`src/sv/tacf_pkg.sv`:
```
package tacf_pkg;

  // Close phases.
  typedef enum logic [3:0] {
    PH_IDLE       = 4'd0,
    PH_EST        = 4'd1,
    PH_FW1        = 4'd2,
    PH_DBL_ACK    = 4'd3,
    PH_DBL_RECV   = 4'd4,
    PH_DBL_FINACK = 4'd5,
    PH_FW2_RECV   = 4'd6,
    PH_FW2_SEND   = 4'd7,
    PH_TIME_WAIT  = 4'd8,
    PH_CLOSED     = 4'd9,
    PH_FAILED     = 4'd10
  } phase_t;

  // Event kinds.
  localparam logic [1:0] MODE_START = 2'd0;
  localparam logic [1:0] MODE_SEND  = 2'd1;
  localparam logic [1:0] MODE_RECV  = 2'd2;
  localparam logic [1:0] MODE_TICK  = 2'd3;

  // Send outcomes. Anything else counts as sent.
  localparam logic [1:0] SS_ERROR = 2'd1;
  localparam logic [1:0] SS_FATAL = 2'd2;

  // Receive outcomes. Anything not listed counts as the awaited segment.
  localparam logic [2:0] RS_DATA    = 3'd1;
  localparam logic [2:0] RS_ERROR   = 3'd2;
  localparam logic [2:0] RS_TIMEOUT = 3'd3;
  localparam logic [2:0] RS_RST     = 3'd4;
  localparam logic [2:0] RS_FINACK  = 3'd5;
  localparam logic [2:0] RS_FATAL   = 3'd6;

  // Commands.
  localparam logic [2:0] CMD_NONE   = 3'd0;
  localparam logic [2:0] CMD_FINACK = 3'd1;
  localparam logic [2:0] CMD_ACK    = 3'd2;
  localparam logic [2:0] CMD_RSTACK = 3'd3;
  localparam logic [2:0] CMD_REL    = 3'd4;

  // Awaited segment.
  localparam logic [1:0] AW_NONE   = 2'd0;
  localparam logic [1:0] AW_ACK    = 2'd1;
  localparam logic [1:0] AW_FINACK = 2'd2;

  // Error codes.
  localparam logic [2:0] ERR_NONE        = 3'd0;
  localparam logic [2:0] ERR_RETRIES     = 3'd1;
  localparam logic [2:0] ERR_FIN_TIMEOUT = 3'd2;
  localparam logic [2:0] ERR_DOUBLE_FIN  = 3'd3;
  localparam logic [2:0] ERR_RST_ACK     = 3'd4;
  localparam logic [2:0] ERR_RST_FW2     = 3'd5;
  localparam logic [2:0] ERR_RST_TW      = 3'd6;
  localparam logic [2:0] ERR_FATAL       = 3'd7;

  // Configuration register indexes.
  localparam logic [1:0] REG_FINACK_RETRIES  = 2'd0;
  localparam logic [1:0] REG_FINACK_WAIT_US  = 2'd1;
  localparam logic [1:0] REG_RECV_TIMEOUT_US = 2'd2;
  localparam logic [1:0] REG_TIME_WAIT_TICKS = 2'd3;

  localparam logic [7:0]  FINACK_RETRIES_RST  = 8'd3;
  localparam logic [31:0] FINACK_WAIT_US_RST  = 32'd1000000;
  localparam logic [31:0] RECV_TIMEOUT_US_RST = 32'd200000;
  localparam logic [15:0] TIME_WAIT_TICKS_RST = 16'd100;

  typedef struct packed {
    logic [7:0]  finack_retries;
    logic [31:0] finack_wait_us;
    logic [31:0] recv_timeout_us;
    logic [15:0] time_wait_ticks;
  } cfg_t;

  typedef struct packed {
    logic [1:0]  mode;
    logic [1:0]  send_status;
    logic [2:0]  recv_status;
    logic [31:0] peer_seq;
  } item_t;

  typedef struct packed {
    logic [2:0]  command;
    logic [1:0]  awaiting;
    logic [31:0] seq_out;
    logic [31:0] ack_out;
    logic [31:0] expected_ack;
    logic        finished;
    logic        success;
    logic [2:0]  error_code;
  } result_t;

endpackage

```
`src/sv/tacf_cfg_regs.sv`:
```
module tacf_cfg_regs (
  input  logic          clk,
  input  logic          rst,
  input  logic          wr_en,
  input  logic [1:0]    wr_index,
  input  logic [31:0]   wr_data,
  output tacf_pkg::cfg_t cfg
);
  import tacf_pkg::*;

  always_ff @(posedge clk) begin
    if (rst) begin
      cfg.finack_retries  <= FINACK_RETRIES_RST;
      cfg.finack_wait_us  <= FINACK_WAIT_US_RST;
      cfg.recv_timeout_us <= RECV_TIMEOUT_US_RST;
      cfg.time_wait_ticks <= TIME_WAIT_TICKS_RST;
    end else if (wr_en) begin
      case (wr_index)
        REG_FINACK_RETRIES:  cfg.finack_retries  <= wr_data[7:0];
        REG_FINACK_WAIT_US:  cfg.finack_wait_us  <= wr_data;
        REG_RECV_TIMEOUT_US: cfg.recv_timeout_us <= wr_data;
        REG_TIME_WAIT_TICKS: cfg.time_wait_ticks <= wr_data[15:0];
        default: ;
      endcase
    end
  end

endmodule

```
`src/sv/tacf_core.sv`:
```
module tacf_core (
  input  logic              clk,
  input  logic              rst,
  input  logic              item_valid,
  input  tacf_pkg::item_t   item,
  input  tacf_pkg::cfg_t    cfg,
  output tacf_pkg::result_t result
);
  import tacf_pkg::*;

  phase_t      phase, phase_next;
  logic [7:0]  retries_left, retries_left_next;
  logic [31:0] fin_wait_left, fin_wait_left_next;
  logic [15:0] time_wait_left, time_wait_left_next;
  logic [31:0] local_seq, local_seq_next;
  logic [31:0] peer_ack, peer_ack_next;
  logic [2:0]  last_error, last_error_next;
  logic [2:0]  command;

  logic [31:0] peer_seq_inc;
  logic        send_fatal;
  logic        send_err;
  logic        recv_fail;

  assign peer_seq_inc = item.peer_seq + 32'd1;
  assign send_fatal   = (item.send_status == SS_FATAL);
  assign send_err     = (item.send_status == SS_ERROR);
  assign recv_fail    = (item.recv_status == RS_ERROR) || (item.recv_status == RS_TIMEOUT);

  // Next state.
  always_comb begin
    phase_next          = phase;
    retries_left_next   = retries_left;
    fin_wait_left_next  = fin_wait_left;
    time_wait_left_next = time_wait_left;
    local_seq_next      = local_seq;
    peer_ack_next       = peer_ack;
    last_error_next     = last_error;
    case (item.mode)
      MODE_START: begin
        local_seq_next      = item.peer_seq;
        retries_left_next   = cfg.finack_retries;
        fin_wait_left_next  = cfg.finack_wait_us;
        time_wait_left_next = '0;
        last_error_next     = ERR_NONE;
        phase_next          = PH_EST;
      end
      MODE_SEND: begin
        if (send_fatal && (phase == PH_EST || phase == PH_DBL_ACK ||
            phase == PH_DBL_FINACK || phase == PH_FW2_SEND || phase == PH_TIME_WAIT)) begin
          last_error_next = ERR_FATAL;
          phase_next      = PH_FAILED;
        end else begin
          case (phase)
            PH_EST: begin
              if (!send_err) phase_next = PH_FW1;
            end
            PH_DBL_ACK: begin
              if (send_err) last_error_next = ERR_DOUBLE_FIN;
              else phase_next = PH_DBL_RECV;
            end
            PH_DBL_FINACK: begin
              last_error_next = ERR_DOUBLE_FIN;
              phase_next      = PH_DBL_ACK;
            end
            PH_FW2_SEND: begin
              if (!send_err) begin
                time_wait_left_next = cfg.time_wait_ticks;
                phase_next          = PH_TIME_WAIT;
              end
            end
            default: ;
          endcase
        end
      end
      MODE_RECV: begin
        if (item.recv_status == RS_FATAL && (phase == PH_FW1 || phase == PH_DBL_RECV ||
            phase == PH_FW2_RECV || phase == PH_TIME_WAIT)) begin
          last_error_next = ERR_FATAL;
          phase_next      = PH_FAILED;
        end else begin
          case (phase)
            PH_FW1, PH_DBL_RECV: begin
              if (item.recv_status == RS_FINACK ||
                  (phase == PH_DBL_RECV && item.recv_status == RS_DATA)) begin
                if (item.recv_status == RS_FINACK) peer_ack_next = peer_seq_inc;
                last_error_next = ERR_DOUBLE_FIN;
                phase_next      = PH_DBL_ACK;
              end else if (recv_fail) begin
                // Our FIN|ACK went unanswered: resend while the budget lasts.
                if (retries_left == '0) begin
                  last_error_next = ERR_RETRIES;
                  phase_next      = PH_FAILED;
                end else begin
                  retries_left_next = retries_left - 8'd1;
                  phase_next = (phase == PH_FW1) ? PH_EST : PH_DBL_FINACK;
                end
              end else if (item.recv_status == RS_RST) begin
                last_error_next = ERR_RST_ACK;
                phase_next      = PH_CLOSED;
              end else if (item.recv_status != RS_DATA) begin
                local_seq_next = local_seq + 32'd1;
                if (phase == PH_FW1) begin
                  phase_next = PH_FW2_RECV;
                end else begin
                  time_wait_left_next = cfg.time_wait_ticks;
                  phase_next          = PH_TIME_WAIT;
                end
              end
            end
            PH_FW2_RECV: begin
              if (recv_fail) begin
                if (fin_wait_left != '0) begin
                  fin_wait_left_next = (fin_wait_left > cfg.recv_timeout_us) ?
                                       fin_wait_left - cfg.recv_timeout_us : '0;
                end else begin
                  last_error_next = ERR_FIN_TIMEOUT;
                  phase_next      = PH_CLOSED;
                end
              end else if (item.recv_status == RS_RST) begin
                last_error_next = ERR_RST_FW2;
                phase_next      = PH_CLOSED;
              end else if (item.recv_status != RS_DATA) begin
                peer_ack_next = peer_seq_inc;
                phase_next    = PH_FW2_SEND;
              end
            end
            PH_TIME_WAIT: begin
              if (item.recv_status == RS_RST) begin
                last_error_next = ERR_RST_TW;
                phase_next      = PH_CLOSED;
              end
            end
            default: ;
          endcase
        end
      end
      default: begin
        if (phase == PH_TIME_WAIT) begin
          if (time_wait_left <= 16'd1) begin
            time_wait_left_next = '0;
            phase_next          = PH_CLOSED;
          end else begin
            time_wait_left_next = time_wait_left - 16'd1;
          end
        end
      end
    endcase
  end

  // Outputs.
  always_comb begin
    command = CMD_NONE;
    case (item.mode)
      MODE_START: command = CMD_FINACK;
      MODE_SEND: begin
        if (!send_fatal) begin
          case (phase)
            PH_EST:        if (send_err) command = CMD_FINACK;
            PH_DBL_ACK:    if (send_err) command = CMD_ACK;
            PH_DBL_FINACK: command = CMD_ACK;
            PH_FW2_SEND:   if (send_err) command = CMD_ACK;
            default: ;
          endcase
        end
      end
      MODE_RECV: begin
        if (item.recv_status != RS_FATAL) begin
          case (phase)
            PH_FW1, PH_DBL_RECV: begin
              if (item.recv_status == RS_FINACK ||
                  (phase == PH_DBL_RECV && item.recv_status == RS_DATA)) begin
                command = CMD_ACK;
              end else if (recv_fail) begin
                if (retries_left != '0) command = CMD_FINACK;
              end else if (item.recv_status == RS_RST) begin
                command = CMD_REL;
              end
            end
            PH_FW2_RECV: begin
              if (recv_fail) begin
                if (fin_wait_left == '0) command = CMD_RSTACK;
              end else if (item.recv_status == RS_RST) begin
                command = CMD_REL;
              end else if (item.recv_status != RS_DATA) begin
                command = CMD_ACK;
              end
            end
            PH_TIME_WAIT: begin
              // A repeated FIN|ACK means our last ACK was lost.
              if (item.recv_status == RS_RST) command = CMD_REL;
              else if (item.recv_status != RS_DATA && !recv_fail) command = CMD_ACK;
            end
            default: ;
          endcase
        end
      end
      default: begin
        if (phase == PH_TIME_WAIT && time_wait_left <= 16'd1) command = CMD_REL;
      end
    endcase

    result.command = command;
    if (phase_next == PH_FW1 || phase_next == PH_DBL_RECV) result.awaiting = AW_ACK;
    else if (phase_next == PH_FW2_RECV || phase_next == PH_TIME_WAIT) result.awaiting = AW_FINACK;
    else result.awaiting = AW_NONE;
    result.seq_out      = local_seq_next;
    result.ack_out      = peer_ack_next;
    result.expected_ack = local_seq_next + 32'd1;
    result.finished     = (phase_next == PH_CLOSED) || (phase_next == PH_FAILED);
    result.success      = (phase_next == PH_CLOSED);
    result.error_code   = last_error_next;
  end

  always_ff @(posedge clk) begin
    if (rst) begin
      phase          <= PH_IDLE;
      retries_left   <= '0;
      fin_wait_left  <= '0;
      time_wait_left <= '0;
      local_seq      <= '0;
      peer_ack       <= '0;
      last_error     <= ERR_NONE;
    end else if (item_valid) begin
      phase          <= phase_next;
      retries_left   <= retries_left_next;
      fin_wait_left  <= fin_wait_left_next;
      time_wait_left <= time_wait_left_next;
      local_seq      <= local_seq_next;
      peer_ack       <= peer_ack_next;
      last_error     <= last_error_next;
    end
  end

`ifndef SYNTHESIS
  a_start_enters_est: assert property (@(posedge clk) disable iff (rst)
    item_valid && item.mode == MODE_START |=> phase == PH_EST)
    else $error("start transaction did not enter the established phase");

  a_retries_only_drop: assert property (@(posedge clk) disable iff (rst)
    item_valid && item.mode != MODE_START |=> retries_left <= $past(retries_left))
    else $error("retry budget grew without a start");

  a_time_wait_load: assert property (@(posedge clk) disable iff (rst)
    item_valid && phase != PH_TIME_WAIT && phase_next == PH_TIME_WAIT
    |=> time_wait_left == $past(cfg.time_wait_ticks))
    else $error("TIME-WAIT entered without loading the tick count");

  a_closed_sticks: assert property (@(posedge clk) disable iff (rst)
    (phase == PH_CLOSED || phase == PH_FAILED) && !(item_valid && item.mode == MODE_START)
    |=> phase == $past(phase))
    else $error("left a final phase without a start");
`endif

endmodule

```
`src/sv/tcp_active_close_fsm_unit.sv`:
```
// A transaction accepted into the input register passes through the close FSM, and its
// result is registered in the output register that drives m_tdata once that has room.
// Throughput: one event per clock when the output side does not stall. A result
// waiting on m_tready does not stop one more event being taken.
// Reset (rst, synchronous): phase idle, all counters and numbers zero, configuration
// registers at their default values, both stream sides empty.
module tcp_active_close_fsm_unit (
  input  logic          clk,
  input  logic          rst,
  input  logic          s_tvalid,
  output logic          s_tready,
  input  logic [39:0]   s_tdata,   // send_status, recv_status, peer_seq, zero fill
  input  logic [1:0]    s_tuser,   // mode
  output logic          m_tvalid,
  input  logic          m_tready,
  // command, awaiting, seq_out, ack_out, expected_ack, finished, success, error_code,
  // zero fill
  output logic [111:0]  m_tdata,
  input  logic          wr_en,
  input  logic [1:0]    wr_index,
  input  logic [31:0]   wr_data
);
  import tacf_pkg::*;

  logic    in_valid;
  item_t   in_item;
  logic    out_valid;
  result_t out_result;
  logic    advance;
  cfg_t    cfg;
  result_t result;

  // The held item is processed once the output register has room for its result.
  assign advance  = in_valid && (!out_valid || m_tready);
  assign s_tready = !in_valid || advance;

  always_ff @(posedge clk) begin
    if (rst) begin
      in_valid <= 1'b0;
    end else if (s_tready) begin
      in_valid <= s_tvalid;
    end
  end

  always_ff @(posedge clk) begin
    if (s_tready && s_tvalid) begin
      in_item.mode        <= s_tuser;
      in_item.send_status <= s_tdata[1:0];
      in_item.recv_status <= s_tdata[4:2];
      in_item.peer_seq    <= s_tdata[36:5];
    end
  end

  tacf_cfg_regs u_cfg (
    .clk      (clk),
    .rst      (rst),
    .wr_en    (wr_en),
    .wr_index (wr_index),
    .wr_data  (wr_data),
    .cfg      (cfg)
  );

  tacf_core u_core (
    .clk        (clk),
    .rst        (rst),
    .item_valid (advance),
    .item       (in_item),
    .cfg        (cfg),
    .result     (result)
  );

  always_ff @(posedge clk) begin
    if (rst) begin
      out_valid <= 1'b0;
    end else if (advance) begin
      out_valid <= 1'b1;
    end else if (m_tready) begin
      out_valid <= 1'b0;
    end
  end

  always_ff @(posedge clk) begin
    if (advance) begin
      out_result <= result;
    end
  end

  assign m_tvalid         = out_valid;
  assign m_tdata[2:0]     = out_result.command;
  assign m_tdata[4:3]     = out_result.awaiting;
  assign m_tdata[36:5]    = out_result.seq_out;
  assign m_tdata[68:37]   = out_result.ack_out;
  assign m_tdata[100:69]  = out_result.expected_ack;
  assign m_tdata[101]     = out_result.finished;
  assign m_tdata[102]     = out_result.success;
  assign m_tdata[105:103] = out_result.error_code;
  assign m_tdata[111:106] = '0;

endmodule

```
`config.mk`:
```
export PLATFORM = sky130hd
export DESIGN_NAME = tcp_active_close_fsm_unit
export DESIGN_NICKNAME = d
export VERILOG_FILES = /design/src/sv/tacf_pkg.sv /design/src/sv/tacf_cfg_regs.sv /design/src/sv/tacf_core.sv /design/src/sv/tcp_active_close_fsm_unit.sv
export SDC_FILE = /design/constraint.sdc
export NUM_CORES = 1
export LEC_CHECK = 0
export ABC_AREA = 1
export BUFFER_PORTS_ARGS = -buffer_cell sky130_fd_sc_hd__buf_2
export CORE_ASPECT_RATIO = 0.5
export CORE_MARGIN = 5
export CORE_UTILIZATION = 49
export CTS_CLUSTER_DIAMETER = 80
export DETAILED_ROUTE_END_ITERATION = 7
export PLACE_DENSITY_LB_ADDON = 0.15
export REMOVE_ABC_BUFFERS = 1
export SYNTH_ARGS = -nofsm -noshare
export SYNTH_HDL_FRONTEND = slang
export SYNTH_SLANG_ARGS = --single-unit
```
`constraint.sdc`:
```
create_clock -name clk -period 6.07 [get_ports clk]
set_clock_uncertainty 0.15 [all_clocks]
set_input_delay 0.607 -clock clk [delete_from_list [all_inputs] [get_ports clk]]
set_output_delay 0.607 -clock clk [all_outputs]
set_load 0.1 [all_outputs]
```
==> metrics.txt <==
# TYPE chip_impl_metric gauge
chip_impl_metric{name="antenna_cells",unit=""} 0
chip_impl_info{name="worst_setup_path_startpoint",value="in_item[32]$_DFFE_PP_"} 1
chip_impl_info{name="min-delay-path-class",value="in2reg"} 1
chip_impl_metric{name="ios",unit=""} 195
chip_impl_metric{name="path_max_fanout",unit=""} 19
chip_impl_metric{name="grt-ovfl-total",unit=""} 0
chip_impl_metric{name="timing.final.crit_share",unit="%"} 64.41
chip_impl_metric{name="mean_routed_wirelength_per_cell",unit="um"} 16.67
chip_impl_metric{name="cp_data_arrival_time",unit="ns"} 4.05
chip_impl_metric{name="number_of_global_route_vias_before_repair",unit=""} 17310
chip_impl_metric{name="clock_sinks",unit=""} 362
chip_impl_metric{name="finalNetCount",unit=""} 2952
chip_impl_metric{name="cts_resized",unit=""} 0
chip_impl_metric{name="dr.first_iter.drc_count",unit=""} 1534
chip_impl_metric{name="die_y",unit="um"} 152.8
chip_impl_metric{name="yosys_warnings",unit=""} 0
chip_impl_metric{name="vdd.ir_drop.worst",unit="V"} 0.0002154
chip_impl_info{name="netlist.top_cell.by_area",value="edfxtp_1"} 1
chip_impl_metric{name="ys_ff_latch",unit=""} 362
chip_impl_metric{name="ff2ff_path_depth",unit=""} 17
chip_impl_metric{name="achievable_freq",unit="GHz"} 0.2558
chip_impl_info{name="cp_cell_sequence",value="o21ai_2 -> nand2_2 -> nor2_4 -> nand3_4 -> nand2_1 -> nand3_1 -> nand2_1 -> o21ai_1 -> inv_1 -> ha_1 -> nand3_1 -> nor2_1 -> nand4_2 -> nor2_2 -> nand2_1 -> nand2_1 -> nand2_1"} 1
chip_impl_metric{name="critical_path.n_buffers_inverters",unit=""} 1
chip_impl_metric{name="holdWs",unit="ns"} 0.09085
chip_impl_metric{name="dpl_worst_slack",unit="ns"} 2.255
chip_impl_metric{name="r2r_slack",unit="ns"} 2.16
chip_impl_metric{name="power_density",unit="mW/mm^2"} 280.8
chip_impl_metric{name="route.detailed.drc",unit=""} 0
chip_impl_metric{name="layout_cell_share_with_drive_strength_beyond_1",unit="%"} 11.63
chip_impl_info{name="timing.critical_path.max_delay_family",value="simple AND/OR/NAND/NOR gates"} 1
chip_impl_info{name="rr_startpoint",value="in_item[32]$_DFFE_PP_"} 1
chip_impl_metric{name="filler_cell_count_in_the_final_layout",unit=""} 3941
chip_impl_info{name="crit_path_end_kind",value="flop"} 1
chip_impl_metric{name="setup_fix_bufs_post_cts",unit=""} 0
chip_impl_info{name="dominant_cells_by_area_after_synthesis",value="edfxtp_1 22%, dfxtp_1 22%, nand2_1 9.9%"} 1
chip_impl_metric{name="avgViaCountPerCell",unit=""} 5.406
chip_impl_metric{name="finalHoldViolations",unit=""} 0
chip_impl_metric{name="h-tree-depth",unit=""} 2
chip_impl_metric{name="seq_area_frac_synth",unit="%"} 43.53
chip_impl_info{name="final_common_cell",value="nand2_1"} 1
chip_impl_info{name="grt_setup_unrepaired",value="false"} 1
chip_impl_metric{name="num_vias",unit=""} 18350
chip_impl_metric{name="die_w",unit="um"} 295.6
chip_impl_metric{name="leakage",unit="nW"} 10.01
chip_impl_info{name="path_class",value="reg2reg"} 1
chip_impl_info{name="cts_tree",value="built"} 1
chip_impl_metric{name="syn_to_final_growth",unit="%"} 12.41
chip_impl_metric{name="synth_area",unit="mm^2"} 0.01998
chip_impl_metric{name="start_util",unit="%"} 49.53
chip_impl_metric{name="detailedPlacementHpwl",unit="mm"} 40.41
chip_impl_metric{name="maxCapViolations",unit=""} 0
chip_impl_metric{name="final-instance-count-excl-fill",unit=""} 3394
chip_impl_metric{name="detail_route.wirelength",unit="mm"} 56.58
chip_impl_metric{name="placementRows",unit=""} 52
chip_impl_metric{name="slowest_delay",unit="ns"} 0.47
chip_impl_metric{name="gr-usage-all-layers",unit="%"} 24.22
chip_impl_info{name="layout_common_cells",value="526 x nand2_1, 345 x inv_1, 301 x nor2_1, 260 x o21ai_0, 249 x a21oi_1"} 1
chip_impl_metric{name="report.final.slew_viol_count",unit=""} 0
chip_impl_metric{name="worst-endpoint-required",unit="ns"} 6.21
chip_impl_metric{name="design.die.area",unit="mm^2"} 0.04516
chip_impl_metric{name="grt_pass1_wl",unit="mm"} 90.02
chip_impl_info{name="clock_tree.root_cell",value="clkbuf_16"} 1
chip_impl_metric{name="cts-buffers-inserted",unit=""} 35
chip_impl_metric{name="post_synth_top_area_share",unit="%"} 21.79
chip_impl_metric{name="largest_net_degree_at_the_start_of_global_routing",unit=""} 128
chip_impl_metric{name="postSynthCellCount",unit=""} 2689
chip_impl_metric{name="cp_num_cells",unit=""} 17
chip_impl_metric{name="post_synthesis_area_per_instance",unit="um^2"} 7.431
chip_impl_metric{name="clk-insertion-delay-late",unit="ns"} 0.55
chip_impl_info{name="crit_path_start_kind",value="flop"} 1
chip_impl_metric{name="final.setup.tns",unit="ns"} 0
chip_impl_info{name="cp_common_cell",value="nand2_1"} 1
chip_impl_metric{name="clock_pin_slew_worst_setup_and_hold_paths",unit="ns"} 0.07
chip_impl_metric{name="placed_cells",unit=""} 3331
chip_impl_metric{name="finalWorstPathRequiredPeriod",unit="ns"} 3.909
chip_impl_metric{name="finished_core_util",unit="%"} 55.68
chip_impl_metric{name="setup_violations",unit=""} 0
chip_impl_metric{name="timing.max_slew.rel_slack",unit="%"} 25.52
chip_impl_metric{name="antenna_found_initial",unit=""} 0
chip_impl_info{name="cp_capture_point",value="m_tdata[99]$_DFFE_PP_"} 1
chip_impl_metric{name="routability_congestion_estimate",unit=""} 0.9169
chip_impl_metric{name="tightestPinTransition",unit="ns"} 1.116
chip_impl_metric{name="ant_nets",unit=""} 0
chip_impl_info{name="outcome",value="complete, no violations"} 1
chip_impl_metric{name="number_of_hold_buffers_added_after_cts",unit=""} 0
chip_impl_metric{name="count_of_tritonroute_iterations_in_the_first_routing_pass",unit=""} 5
chip_impl_info{name="worst_r2r_endpoint",value="m_tdata[99]$_DFFE_PP_"} 1
chip_impl_metric{name="finalWorstSetupSlack",unit="ns"} 2.161
chip_impl_metric{name="yosysUniqueCellTypes",unit=""} 57
chip_impl_metric{name="core",unit="mm^2"} 0.04034
chip_impl_metric{name="io_buffers",unit=""} 185
chip_impl_metric{name="cts-root-to-sink-buffers",unit=""} 3
chip_impl_info{name="slowest_stage",value="edfxtp_1"} 1
synth_stat cells, drive strengths merged:
cell	number
nand2	539
inv	358
nor2	318
o21ai	275
a21oi	252
dfxtp	217
edfxtp	145
nand3	132
clkbuf	87
xor2	60
ha	42
nand4	39
nor3	35
buf	22
o22ai	22
o211ai	21
o221ai	17
a22oi	14
nor4	14
xnor2	11
a31oi	9
nand3b	9
a21o	7
a211oi	6
or2	6
a221oi	5
o21bai	5
a21boi	4
clkinv	3
o31ai	3
o32ai	3
o21a	2
a211o	1
a32oi	1
and3	1
conb	1
fa	1
nor3b	1
o2111ai	1
per-stage QoR:
step	instance area, um^2	power (mW)
detailed placement	21320	4.115
finish	22460	6.307
global placement	21320	4.101
global route	22460	6.604
floorplan	19540	3.786
CTS	22460	6.353
kinds of logic (layout without fill, tap and decap cells):
logic type	count (synthesis)	in the layout	share of synthesized area [%]
other cells	1	6	0.01877
xor+xnor	71	71	3.112
compound gates	648	648	17.94
buf+inv	470	630	9.111
flops	362	362	43.53
simple gates	1094	1094	23.56
fa+ha+maj	43	43	2.730
registers in the layout, indices dropped and copies added (netlist names):
| signal | cells |
|---|---|
| in_item | 39 |
| in_valid | 1 |
| m_tdata | 106 |
| m_tvalid | 1 |
| u_cfg.cfg | 88 |
| u_core.fin_wait_left | 32 |
| u_core.last_error | 3 |
| u_core.local_seq | 32 |
| u_core.peer_ack | 32 |
| u_core.phase | 4 |
| u_core.retries_left | 8 |
| u_core.time_wait_left | 16 |
how the worst min path moves through the flow:
stage | start | to | slack, ns | depth (start not counted)
2_1_floorplan | u_cfg.cfg[15]$_SDFFE_PP0P_ | u_cfg.cfg[15]$_SDFFE_PP0P_ | 0.28 | 2
3_3_place_gp | u_cfg.cfg[10]$_SDFFE_PP0P_ | u_cfg.cfg[10]$_SDFFE_PP0P_ | 0.30 | 2
3_5_place_dp | u_cfg.cfg[11]$_SDFFE_PP0P_ | u_cfg.cfg[11]$_SDFFE_PP0P_ | 0.30 | 2
4_1_cts | s_tdata[14] | in_item[9]$_DFFE_PP_ | 0.07 | 1
5_1_grt | s_tdata[14] | in_item[9]$_DFFE_PP_ | 0.07 | 1
6_report | s_tdata[21] | in_item[16]$_DFFE_PP_ | 0.09 | 1
final cells by class:
class	count	area, um^2	area share, %
clock buffers	47	993.5	4.423
clock inverters	16	151.4	0.6740
inverters	361	1359	6.049
multi-input cells	1862	9500	42.30
flip-flops and latches	362	8698	38.73
well taps	540	675.6	3.008
repair buffers	206	1084	4.824
report_power, final:
group	switching, mW	internal [mW]
registers	0.0919	2.69
logic	0.970	0.320
clock network	0.990	1.25
total	2.05	4.26
per-layer routing:
layer	vias up	routed length [um]	global-route usage [%]
li1	9227	-	-
met1	8516	24630	31.59
met2	503	27270	42.04
met3	103	3066	3.466
met4	0	1614	7.114
met5	-	0	0
No activity file was read; power rests on OpenSTA's default activity.
